File: src/hdl/bal_pkg.sv
// Shared constants, operation codes and control structs of the bounded array list.
`timescale 1ns / 1ps
`default_nettype none
package bal_pkg;

  localparam int CAPACITY = 64;

  // fixed field widths of the item and result channels
  localparam int FUNC_W = 3;
  localparam int IDX_W  = 6;
  localparam int WORD_W = 32;
  localparam int LEN_W  = 7;

  localparam int ADDR_W = $clog2(CAPACITY);
  localparam int CNT_W  = $clog2(CAPACITY + 1);
  // common width for comparing index, count and length values
  localparam int EXT_A  = (CNT_W > IDX_W) ? CNT_W : IDX_W;
  localparam int EXT_W  = (EXT_A > LEN_W) ? EXT_A : LEN_W;

  localparam logic [FUNC_W-1:0] FN_APPEND = 3'd0;
  localparam logic [FUNC_W-1:0] FN_READ   = 3'd1;
  localparam logic [FUNC_W-1:0] FN_WRITE  = 3'd2;
  localparam logic [FUNC_W-1:0] FN_REMOVE = 3'd3;
  localparam logic [FUNC_W-1:0] FN_INSERT = 3'd4;

  localparam logic signed [WORD_W-1:0] FAIL_WORD = -32'sd999999;

  typedef struct packed {
    logic load_item;
    logic set_ok;
    logic set_fail;
    logic take_rd;
    logic rd_index;
    logic wr_at_index;
    logic wr_at_count;
    logic ptr_init_dn;
    logic ptr_init_up;
    logic shift_dn;
    logic shift_up;
    logic cnt_inc;
    logic cnt_dec;
    logic out_load;
  } bal_cmd_t;

  typedef struct packed {
    logic [FUNC_W-1:0] func;
    logic              valid;
    logic              full;
    logic              more_dn;
    logic              more_up;
    logic              out_free;
  } bal_sts_t;

endpackage
`default_nettype wire

File: src/hdl/bal_if.sv
// Valid/ready channel interfaces for operation items and result items.
`timescale 1ns / 1ps
`default_nettype none
interface bal_in_if;
  logic                             valid;
  logic                             ready;
  logic [bal_pkg::FUNC_W-1:0]       func;
  logic [bal_pkg::IDX_W-1:0]        index;
  logic signed [bal_pkg::WORD_W-1:0] value;

  modport source (output valid, output func, output index, output value, input ready);
  modport sink   (input valid, input func, input index, input value, output ready);
endinterface

interface bal_out_if;
  logic                              valid;
  logic                              ready;
  logic                              ok;
  logic signed [bal_pkg::WORD_W-1:0] read_value;
  logic [bal_pkg::LEN_W-1:0]         length_now;

  modport source (output valid, output ok, output read_value, output length_now,
                  input ready);
  modport sink   (input valid, input ok, input read_value, input length_now,
                  output ready);
endinterface
`default_nettype wire

File: src/hdl/bal_datapath.sv
// Datapath: entry memory, count, shift pointer, item and result registers.
`timescale 1ns / 1ps
`default_nettype none
module bal_datapath (
  input  logic                              clk,
  input  logic                              rst_n,
  input  bal_pkg::bal_cmd_t                 cmd,
  output bal_pkg::bal_sts_t                 sts,
  input  logic [bal_pkg::FUNC_W-1:0]        in_func,
  input  logic [bal_pkg::IDX_W-1:0]         in_index,
  input  logic signed [bal_pkg::WORD_W-1:0] in_value,
  input  logic                              out_ready,
  output logic                              out_valid,
  output logic                              out_ok,
  output logic signed [bal_pkg::WORD_W-1:0] out_read_value,
  output logic [bal_pkg::LEN_W-1:0]         out_length_now
);

  logic [bal_pkg::WORD_W-1:0] mem_r [bal_pkg::CAPACITY];

  logic [bal_pkg::FUNC_W-1:0] func_r;
  logic [bal_pkg::IDX_W-1:0]  index_r;
  logic [bal_pkg::WORD_W-1:0] value_r;
  logic [bal_pkg::CNT_W-1:0]  count_r, count_nxt;
  logic [bal_pkg::CNT_W-1:0]  ptr_r, ptr_nxt;
  logic                       mv_pend_r;
  logic [bal_pkg::ADDR_W-1:0] mv_waddr_r, mv_waddr_nxt;
  logic [bal_pkg::WORD_W-1:0] rd_data_r;
  logic                       ok_r;
  logic [bal_pkg::WORD_W-1:0] rv_r;
  logic                       out_valid_r;
  logic                       out_ok_r;
  logic [bal_pkg::WORD_W-1:0] out_rv_r;
  logic [bal_pkg::LEN_W-1:0]  out_len_r;

  logic [bal_pkg::EXT_W-1:0]  idx_ext, cnt_ext, ptr_ext, idx_p1;
  logic [bal_pkg::CNT_W-1:0]  ptr_m1;
  logic                       we, re;
  logic [bal_pkg::ADDR_W-1:0] waddr, raddr;
  logic [bal_pkg::WORD_W-1:0] wdata;

  assign idx_ext = bal_pkg::EXT_W'(index_r);
  assign cnt_ext = bal_pkg::EXT_W'(count_r);
  assign ptr_ext = bal_pkg::EXT_W'(ptr_r);
  assign idx_p1  = idx_ext + bal_pkg::EXT_W'(1);
  assign ptr_m1  = ptr_r - bal_pkg::CNT_W'(1);

  assign sts.func     = func_r;
  assign sts.valid    = idx_ext < cnt_ext;
  assign sts.full     = count_r >= bal_pkg::CNT_W'(bal_pkg::CAPACITY);
  assign sts.more_dn  = ptr_r < count_r;
  assign sts.more_up  = ptr_ext > idx_ext;
  assign sts.out_free = !out_valid_r || out_ready;

  // a moved word is written in the cycle after its read; that write wins the port
  always_comb begin
    we    = 1'b0;
    waddr = idx_ext[bal_pkg::ADDR_W-1:0];
    wdata = value_r;
    if (mv_pend_r) begin
      we    = 1'b1;
      waddr = mv_waddr_r;
      wdata = rd_data_r;
    end else if (cmd.wr_at_index) begin
      we    = 1'b1;
    end else if (cmd.wr_at_count) begin
      we    = 1'b1;
      waddr = count_r[bal_pkg::ADDR_W-1:0];
    end
  end

  always_comb begin
    re           = 1'b0;
    raddr        = idx_ext[bal_pkg::ADDR_W-1:0];
    mv_waddr_nxt = mv_waddr_r;
    ptr_nxt      = ptr_r;
    if (cmd.rd_index) begin
      re = 1'b1;
    end
    if (cmd.ptr_init_dn) begin
      ptr_nxt = idx_p1[bal_pkg::CNT_W-1:0];
    end else if (cmd.ptr_init_up) begin
      ptr_nxt = count_r;
    end else if (cmd.shift_dn) begin
      re           = 1'b1;
      raddr        = ptr_r[bal_pkg::ADDR_W-1:0];
      mv_waddr_nxt = ptr_m1[bal_pkg::ADDR_W-1:0];
      ptr_nxt      = ptr_r + bal_pkg::CNT_W'(1);
    end else if (cmd.shift_up) begin
      re           = 1'b1;
      raddr        = ptr_m1[bal_pkg::ADDR_W-1:0];
      mv_waddr_nxt = ptr_r[bal_pkg::ADDR_W-1:0];
      ptr_nxt      = ptr_m1;
    end
  end

  always_comb begin
    count_nxt = count_r;
    if (cmd.cnt_inc) begin
      count_nxt = count_r + bal_pkg::CNT_W'(1);
    end else if (cmd.cnt_dec) begin
      count_nxt = count_r - bal_pkg::CNT_W'(1);
    end
  end

  always_ff @(posedge clk) begin
    if (we) begin
      mem_r[waddr] <= wdata;
    end
    if (re) begin
      rd_data_r <= mem_r[raddr];
    end
  end

  always_ff @(posedge clk) begin
    if (!rst_n) begin
      count_r     <= '0;
      mv_pend_r   <= 1'b0;
      out_valid_r <= 1'b0;
    end else begin
      count_r   <= count_nxt;
      mv_pend_r <= cmd.shift_dn || cmd.shift_up;
      if (cmd.out_load) begin
        out_valid_r <= 1'b1;
      end else if (out_ready) begin
        out_valid_r <= 1'b0;
      end
    end
  end

  always_ff @(posedge clk) begin
    ptr_r      <= ptr_nxt;
    mv_waddr_r <= mv_waddr_nxt;
    if (cmd.load_item) begin
      func_r  <= in_func;
      index_r <= in_index;
      value_r <= in_value;
      ok_r    <= 1'b0;
      rv_r    <= '0;
    end else begin
      if (cmd.set_ok) begin
        ok_r <= 1'b1;
      end
      if (cmd.set_fail) begin
        rv_r <= bal_pkg::FAIL_WORD;
      end else if (cmd.take_rd) begin
        rv_r <= rd_data_r;
      end
    end
    if (cmd.out_load) begin
      out_ok_r  <= ok_r;
      out_rv_r  <= rv_r;
      out_len_r <= cnt_ext[bal_pkg::LEN_W-1:0];
    end
  end

  assign out_valid      = out_valid_r;
  assign out_ok         = out_ok_r;
  assign out_read_value = out_rv_r;
  assign out_length_now = out_len_r;

endmodule
`default_nettype wire

File: src/hdl/bal_ctrl.sv
// Controller: sequences one operation at a time over the datapath.
`timescale 1ns / 1ps
`default_nettype none
module bal_ctrl (
  input  logic              clk,
  input  logic              rst_n,
  input  logic              in_valid,
  output logic              in_ready,
  input  bal_pkg::bal_sts_t sts,
  output bal_pkg::bal_cmd_t cmd
);

  localparam logic [2:0] S_IDLE   = 3'd0;
  localparam logic [2:0] S_DECODE = 3'd1;
  localparam logic [2:0] S_SHIFT  = 3'd2;
  localparam logic [2:0] S_FLUSH  = 3'd3;
  localparam logic [2:0] S_PUT    = 3'd4;
  localparam logic [2:0] S_READ   = 3'd5;
  localparam logic [2:0] S_DONE   = 3'd6;

  logic [2:0] state_r, state_nxt;
  logic       is_insert;

  assign is_insert = sts.func == bal_pkg::FN_INSERT;
  assign in_ready  = state_r == S_IDLE;

  always_comb begin
    cmd       = '0;
    state_nxt = state_r;
    case (state_r)
      S_IDLE: begin
        if (in_valid) begin
          cmd.load_item = 1'b1;
          state_nxt     = S_DECODE;
        end
      end
      S_DECODE: begin
        state_nxt = S_DONE;
        case (sts.func)
          bal_pkg::FN_APPEND: begin
            if (!sts.full) begin
              cmd.wr_at_count = 1'b1;
              cmd.cnt_inc     = 1'b1;
              cmd.set_ok      = 1'b1;
            end
          end
          bal_pkg::FN_READ: begin
            if (sts.valid) begin
              cmd.rd_index = 1'b1;
              cmd.set_ok   = 1'b1;
              state_nxt    = S_READ;
            end else begin
              cmd.set_fail = 1'b1;
            end
          end
          bal_pkg::FN_WRITE: begin
            if (sts.valid) begin
              cmd.wr_at_index = 1'b1;
              cmd.set_ok      = 1'b1;
            end
          end
          bal_pkg::FN_REMOVE: begin
            if (sts.valid) begin
              cmd.ptr_init_dn = 1'b1;
              cmd.set_ok      = 1'b1;
              state_nxt       = S_SHIFT;
            end
          end
          bal_pkg::FN_INSERT: begin
            if (sts.valid && !sts.full) begin
              cmd.ptr_init_up = 1'b1;
              cmd.set_ok      = 1'b1;
              state_nxt       = S_SHIFT;
            end
          end
          default: begin
          end
        endcase
      end
      S_SHIFT: begin
        // one entry read per cycle; its write follows in the next cycle
        if (is_insert) begin
          if (sts.more_up) begin
            cmd.shift_up = 1'b1;
          end else begin
            state_nxt = S_FLUSH;
          end
        end else begin
          if (sts.more_dn) begin
            cmd.shift_dn = 1'b1;
          end else begin
            state_nxt = S_FLUSH;
          end
        end
      end
      S_FLUSH: begin
        if (is_insert) begin
          state_nxt = S_PUT;
        end else begin
          cmd.cnt_dec = 1'b1;
          state_nxt   = S_DONE;
        end
      end
      S_PUT: begin
        cmd.wr_at_index = 1'b1;
        cmd.cnt_inc     = 1'b1;
        state_nxt       = S_DONE;
      end
      S_READ: begin
        cmd.take_rd = 1'b1;
        state_nxt   = S_DONE;
      end
      S_DONE: begin
        if (sts.out_free) begin
          cmd.out_load = 1'b1;
          state_nxt    = S_IDLE;
        end
      end
      default: begin
        state_nxt = S_IDLE;
      end
    endcase
  end

  always_ff @(posedge clk) begin
    if (!rst_n) begin
      state_r <= S_IDLE;
    end else begin
      state_r <= state_nxt;
    end
  end

endmodule
`default_nettype wire

File: src/hdl/bounded_array_list_core.sv
// Top level of the bounded array list: controller plus datapath.
//
// The in_ch channel carries one operation item (func, index, value); the
// out_ch channel returns one result item (ok, read_value, length_now) for
// every accepted item, in order. Both are valid/ready: an item moves on a
// clock edge with valid and ready high.
// One item is worked on at a time; in_ch.ready is high only while the
// controller is idle. After the decode step, append, overwrite and failed
// ops go straight to the result; a read first takes the memory output; a
// remove shifts the entries above index i down, then drops the count; an
// insert shifts the entries from index i up, then writes the new value.
// The entry memory allows one read and one write per cycle: a shift moves
// one entry per cycle, read and write overlapped.
// The result sits in an output register; a stalled receiver holds it there
// and the block accepts and works on the next item meanwhile, waiting only
// to hand its own result over.
// Synchronous active-low reset empties the list and drops any pending
// result; entry contents are not cleared, as no entry past the count is
// ever read.
`timescale 1ns / 1ps
`default_nettype none
module bounded_array_list_core (
  input  logic       clk,
  input  logic       rst_n,
  bal_in_if.sink     in_ch,
  bal_out_if.source  out_ch
);

  bal_pkg::bal_cmd_t cmd;
  bal_pkg::bal_sts_t sts;
  logic              in_rdy;

  assign in_ch.ready = in_rdy;

  bal_ctrl u_ctrl (
    .clk      (clk),
    .rst_n    (rst_n),
    .in_valid (in_ch.valid),
    .in_ready (in_rdy),
    .sts      (sts),
    .cmd      (cmd)
  );

  bal_datapath u_dp (
    .clk            (clk),
    .rst_n          (rst_n),
    .cmd            (cmd),
    .sts            (sts),
    .in_func        (in_ch.func),
    .in_index       (in_ch.index),
    .in_value       (in_ch.value),
    .out_ready      (out_ch.ready),
    .out_valid      (out_ch.valid),
    .out_ok         (out_ch.ok),
    .out_read_value (out_ch.read_value),
    .out_length_now (out_ch.length_now)
  );

  // only one item in flight
  a_single_item: assert property (@(posedge clk) disable iff (!rst_n)
    (in_ch.valid && in_rdy) |=> !in_rdy)
    else $error("item accepted while another is at work");

  // a new result never overwrites one still waiting
  a_no_result_clobber: assert property (@(posedge clk) disable iff (!rst_n)
    cmd.out_load |-> (!out_ch.valid || out_ch.ready))
    else $error("result register loaded while occupied");

  // appending and inserting grow the list only below capacity
  a_append_room: assert property (@(posedge clk) disable iff (!rst_n)
    (cmd.wr_at_count || cmd.cnt_inc) |-> !sts.full)
    else $error("list grows past capacity");

endmodule
`default_nettype wire
File: src/flat_wrapper.sv
// flat-port wrapper written by rule: the top's interface ports become plain ports
module bounded_array_list_core_flat 
  (clk, rst_n, in_ch_valid, in_ch_func, in_ch_index, in_ch_value, in_ch_ready, out_ch_valid, out_ch_ok, out_ch_read_value, out_ch_length_now, out_ch_ready);
  bal_in_if in_ch_i ();
  bal_out_if out_ch_i ();
  input  logic clk;
  input  logic rst_n;
  input wire logic [$bits(in_ch_i.valid)-1:0] in_ch_valid;
  input wire logic [$bits(in_ch_i.func)-1:0] in_ch_func;
  input wire logic [$bits(in_ch_i.index)-1:0] in_ch_index;
  input wire logic [$bits(in_ch_i.value)-1:0] in_ch_value;
  output wire logic [$bits(in_ch_i.ready)-1:0] in_ch_ready;
  output wire logic [$bits(out_ch_i.valid)-1:0] out_ch_valid;
  output wire logic [$bits(out_ch_i.ok)-1:0] out_ch_ok;
  output wire logic [$bits(out_ch_i.read_value)-1:0] out_ch_read_value;
  output wire logic [$bits(out_ch_i.length_now)-1:0] out_ch_length_now;
  input wire logic [$bits(out_ch_i.ready)-1:0] out_ch_ready;
  assign in_ch_i.valid = in_ch_valid;
  assign in_ch_i.func = in_ch_func;
  assign in_ch_i.index = in_ch_index;
  assign in_ch_i.value = in_ch_value;
  assign in_ch_ready = in_ch_i.ready;
  assign out_ch_valid = out_ch_i.valid;
  assign out_ch_ok = out_ch_i.ok;
  assign out_ch_read_value = out_ch_i.read_value;
  assign out_ch_length_now = out_ch_i.length_now;
  assign out_ch_i.ready = out_ch_ready;
  bounded_array_list_core u_core (.clk(clk), .rst_n(rst_n), .in_ch(in_ch_i), .out_ch(out_ch_i));
endmodule
File: config.mk
export PLATFORM = sky130hd
export DESIGN_NAME = bounded_array_list_core_flat
export DESIGN_NICKNAME = d
export VERILOG_FILES = /design/src/hdl/bal_pkg.sv /design/src/hdl/bal_if.sv /design/src/hdl/bal_datapath.sv /design/src/hdl/bal_ctrl.sv /design/src/hdl/bounded_array_list_core.sv /design/src/flat_wrapper.sv
export SDC_FILE = /design/constraint.sdc
export NUM_CORES = 2
export LEC_CHECK = 0
export BUFFER_PORTS_ARGS = -buffer_cell sky130_fd_sc_hd__buf_2
export CAP_MARGIN = 25
export CORE_ASPECT_RATIO = 0.5
export CORE_UTILIZATION = 42
export DETAILED_ROUTE_END_ITERATION = 6
export GPL_TIMING_DRIVEN = 1
export PLACE_DENSITY = 0.57
export SYNTH_ARGS = -nofsm -noshare
export SYNTH_HDL_FRONTEND = slang
export SYNTH_SLANG_ARGS = --single-unit
File: constraint.sdc
create_clock -name clk -period 9.4 [get_ports clk]
set_input_delay 1.41 -clock clk [delete_from_list [all_inputs] [get_ports clk]]
set_output_delay 1.41 -clock clk [all_outputs]
set_load 0.01 [all_outputs]
==> impl_metrics.ini <==
[status]
status = complete, but fails checks
violations = design-rule violations

[worst_setup_path]
path_max_fanout = 32
max_stage_delay_ps = 620
arrival_ps = 6680
cpMostUsedCell = buf_4
worstSetupStartpoint = u_core.u_dp.ptr_ext[2]
worst-setup-path-type = flip-flop to flip-flop
cp_num_buf_inv = 3
crit_family = compound AO/OA/AOI/OAI gates
startpoint_type = flip-flop
required_ps = 9970
cp_slowest_cell = buf_4
timing.rr.start = u_core.u_dp.ptr_ext[2]
path_cells = ha_1 > a21o_1 > a31oi_1 > o221a_2 > clkinv_4 > a2bb2oi_1 > and2_4 > buf_4 > buf_4 > mux4_2 > a22oi_1 > a21oi_1 > or4_1
cp-end-kind = flip-flop

[synth]
syn_area_sq_mm = 0.0846
avgSynthCellArea_sq_um = 21.6
async_flop_share_pct = 0
yosysSeqAreaShare_pct = 78.2
syn_inst = 3923
synth_edf_count = 2174
ys_types = 58
synth-seq-cells = 2219
ys.flop_type = edfxtp_1
syn_nets = 3996
yosysWarnings = 0

[sta]
timing.final.hold_violations = 0
setup_viol = 0
grt_setup_unrepaired = no
finalClockSkew_ps = 40.7
relSlewSlack_pct = 26.7
fin_crit_ps = 6120
fmax_ghz = 0.163
worst_pin_slew_ps = 1100
drv_slew = 0
hold_ws_ps = 430
finalSetupTns_ps = 0
fin_crit_sh_pct = 65.1

[cells_and_area]
final_cell_mix = edfxtp_1, mux4_2, a22oi_1, clkbuf_16, a21oi_1
final_cells = 6981
drive_above_1_share_pct = 26.1
num-fill-cells = 16201
area_growth_pct = 13.0
nets = 4218
multiInputGateArea_sq_mm = 0.0179
mostFrequentLayoutCell = edfxtp_1
regArea_sq_mm = 0.0662

[grt]
antenna_found_initial = 34
grt_max_degree = 129
grt_pass1_wl_um = 324000
grt_pass1_vias = 42523
overflow = 0
grtUsageTotal_pct = 22.5

[die]
core-area_sq_mm = 0.200
dieWidth_um = 637
row_count = 116
start_util_pct = 42.3
die-height_um = 319
io_pins = 87
dieArea_sq_mm = 0.203

[hold_path]
hold_start = u_core.u_dp.rv_r[22]
hold_path_class = flip-flop to flip-flop

[clocking]
tritoncts = done
hold_buffers = 0
clk_pin_slew_ps = 60
clockBufferDepth = 4
htree_levels = 4
clock-sinks = 2219
clock_latency_ps = 850
ctsResizeCount = 0
post-cts-setup-buffer-count = 0
clock-root-buffer = clkbuf_16
cts_buffers = 204

[job]
maxCapViolations = 0

[drt]
dr.pass1.iters = 7
drt-total-wl_um = 232000
route.detailed.drc = 1
num_vias = 42557
wl_per_cell_um = 33.2
via_per_inst = 6.10
drt-initial-drc-count = 5646
drtAntennaViolNets = 0

[placed_design]
port_buffers = 86
dp_hpwl_um = 125000
dp.cells = 6589
routabilityCongestion = 0.829

[power]
vdd_drop_max_v = 0.000271
powerDensity_mw_per_mm2 = 292
power_mw = 27.9
leakage_nw = 29.5
## cell usage after synthesis (7+ instances only)
master	count	share of area, %
inv_1	22	0.098
nand3_1	8	0.047
or4_1	32	0.28
a31oi_1	26	0.19
edfxtp_1	2174	77
buf_1	20	0.089
ha_1	27	0.40
mux4_2	500	13
a22oi_1	264	2.3
nor2b_1	9	0.067
clkbuf_1	135	0.60
xnor2_1	17	0.18
nor2_1	110	0.49
mux2i_1	12	0.14
nand2_1	125	0.55
a21o_1	13	0.12
nand2b_1	7	0.052
buf_6	21	0.28
buf_2	38	0.22
nand4_1	10	0.074
dfxtp_1	45	1.1
o21ai_0	20	0.12
mux2_2	34	0.45
a21oi_1	184	1.1
nor3_1	11	0.065
## power breakdown
group	leakage, nW	internal, mW	total [mW]	switching, mW
clock	3.08	4.46	8.06	3.60
combinational	6.45	2.71	7.57	4.87
sequential	19.9	12.1	12.3	0.244
total	29.5	19.2	27.9	8.71
## layout make-up
type | count | area share [%]
antenna | 22 | 0.0576
clock buffer | 256 | 5.64
clock inverter | 109 | 0.937
inverter | 23 | 0.0955
multi-input combinational | 1464 | 18.7
sequential | 2219 | 69.2
tap | 2655 | 3.47
timing repair buffer | 233 | 1.86
## layer usage
layer  global-route usage [%]  share of wire, %  vias to the layer above
met5                        0             0.038                        -
met4                     4.73               1.9                       12
met3                     4.45               9.3                      290
met2                     34.2                45                     2101
met1                     34.0                43                    23163
li1                         -                 -                    16991
## per-stage QoR
step	cell area [sq um]	util [%]	setup slack (ps)
floorplan	84600	-	4710
finish	95600	47.8	3280
global route	95500	47.7	2790
detailed placement	89200	44.6	3260
global placement	89000	44.5	3180
CTS	95500	47.7	3240
## worst paths after layout
path / cells past startpoint / slack, ps / endpoint
worst max-delay path: 13 / 3280 / u_core.u_dp.rd_data_r[24]
worst min-delay path: 0 / 430 / u_core.u_dp.out_read_value[22]
worst max register to register: 13 / 3280 / u_core.u_dp.rd_data_r[24]
worst min register to register: 0 / 430 / u_core.u_dp.out_read_value[22]
## registers in the layout (all words and copies together), names as in the netlist, 3 cells and up
signal and count:
u_core.u_dp.mem_r 2048, u_core.u_dp.out_read_value 32, u_core.u_dp.rd_data_r 32, u_core.u_dp.rv_r 32
u_core.u_dp.value_r 32, u_core.u_dp.cnt_ext 7, u_core.u_dp.out_length_now 7, u_core.u_dp.ptr_ext 7
u_core.u_dp.index_r 6, u_core.u_dp.mv_waddr_r 6, u_core.u_ctrl.state_r 3, u_core.u_dp.func_r 3
## kinds of logic after synthesis
group                    synth area share, %
AO/OA/AOI/OAI                           4.10
buffers and inverters                   1.33
AND/OR/NAND/NOR                         1.84
multiplexers                            13.9
XOR/XNOR                               0.207
adder cells (fa/ha/maj)                0.423
flip-flops                              78.2
(Power assumes the default switching activity.)
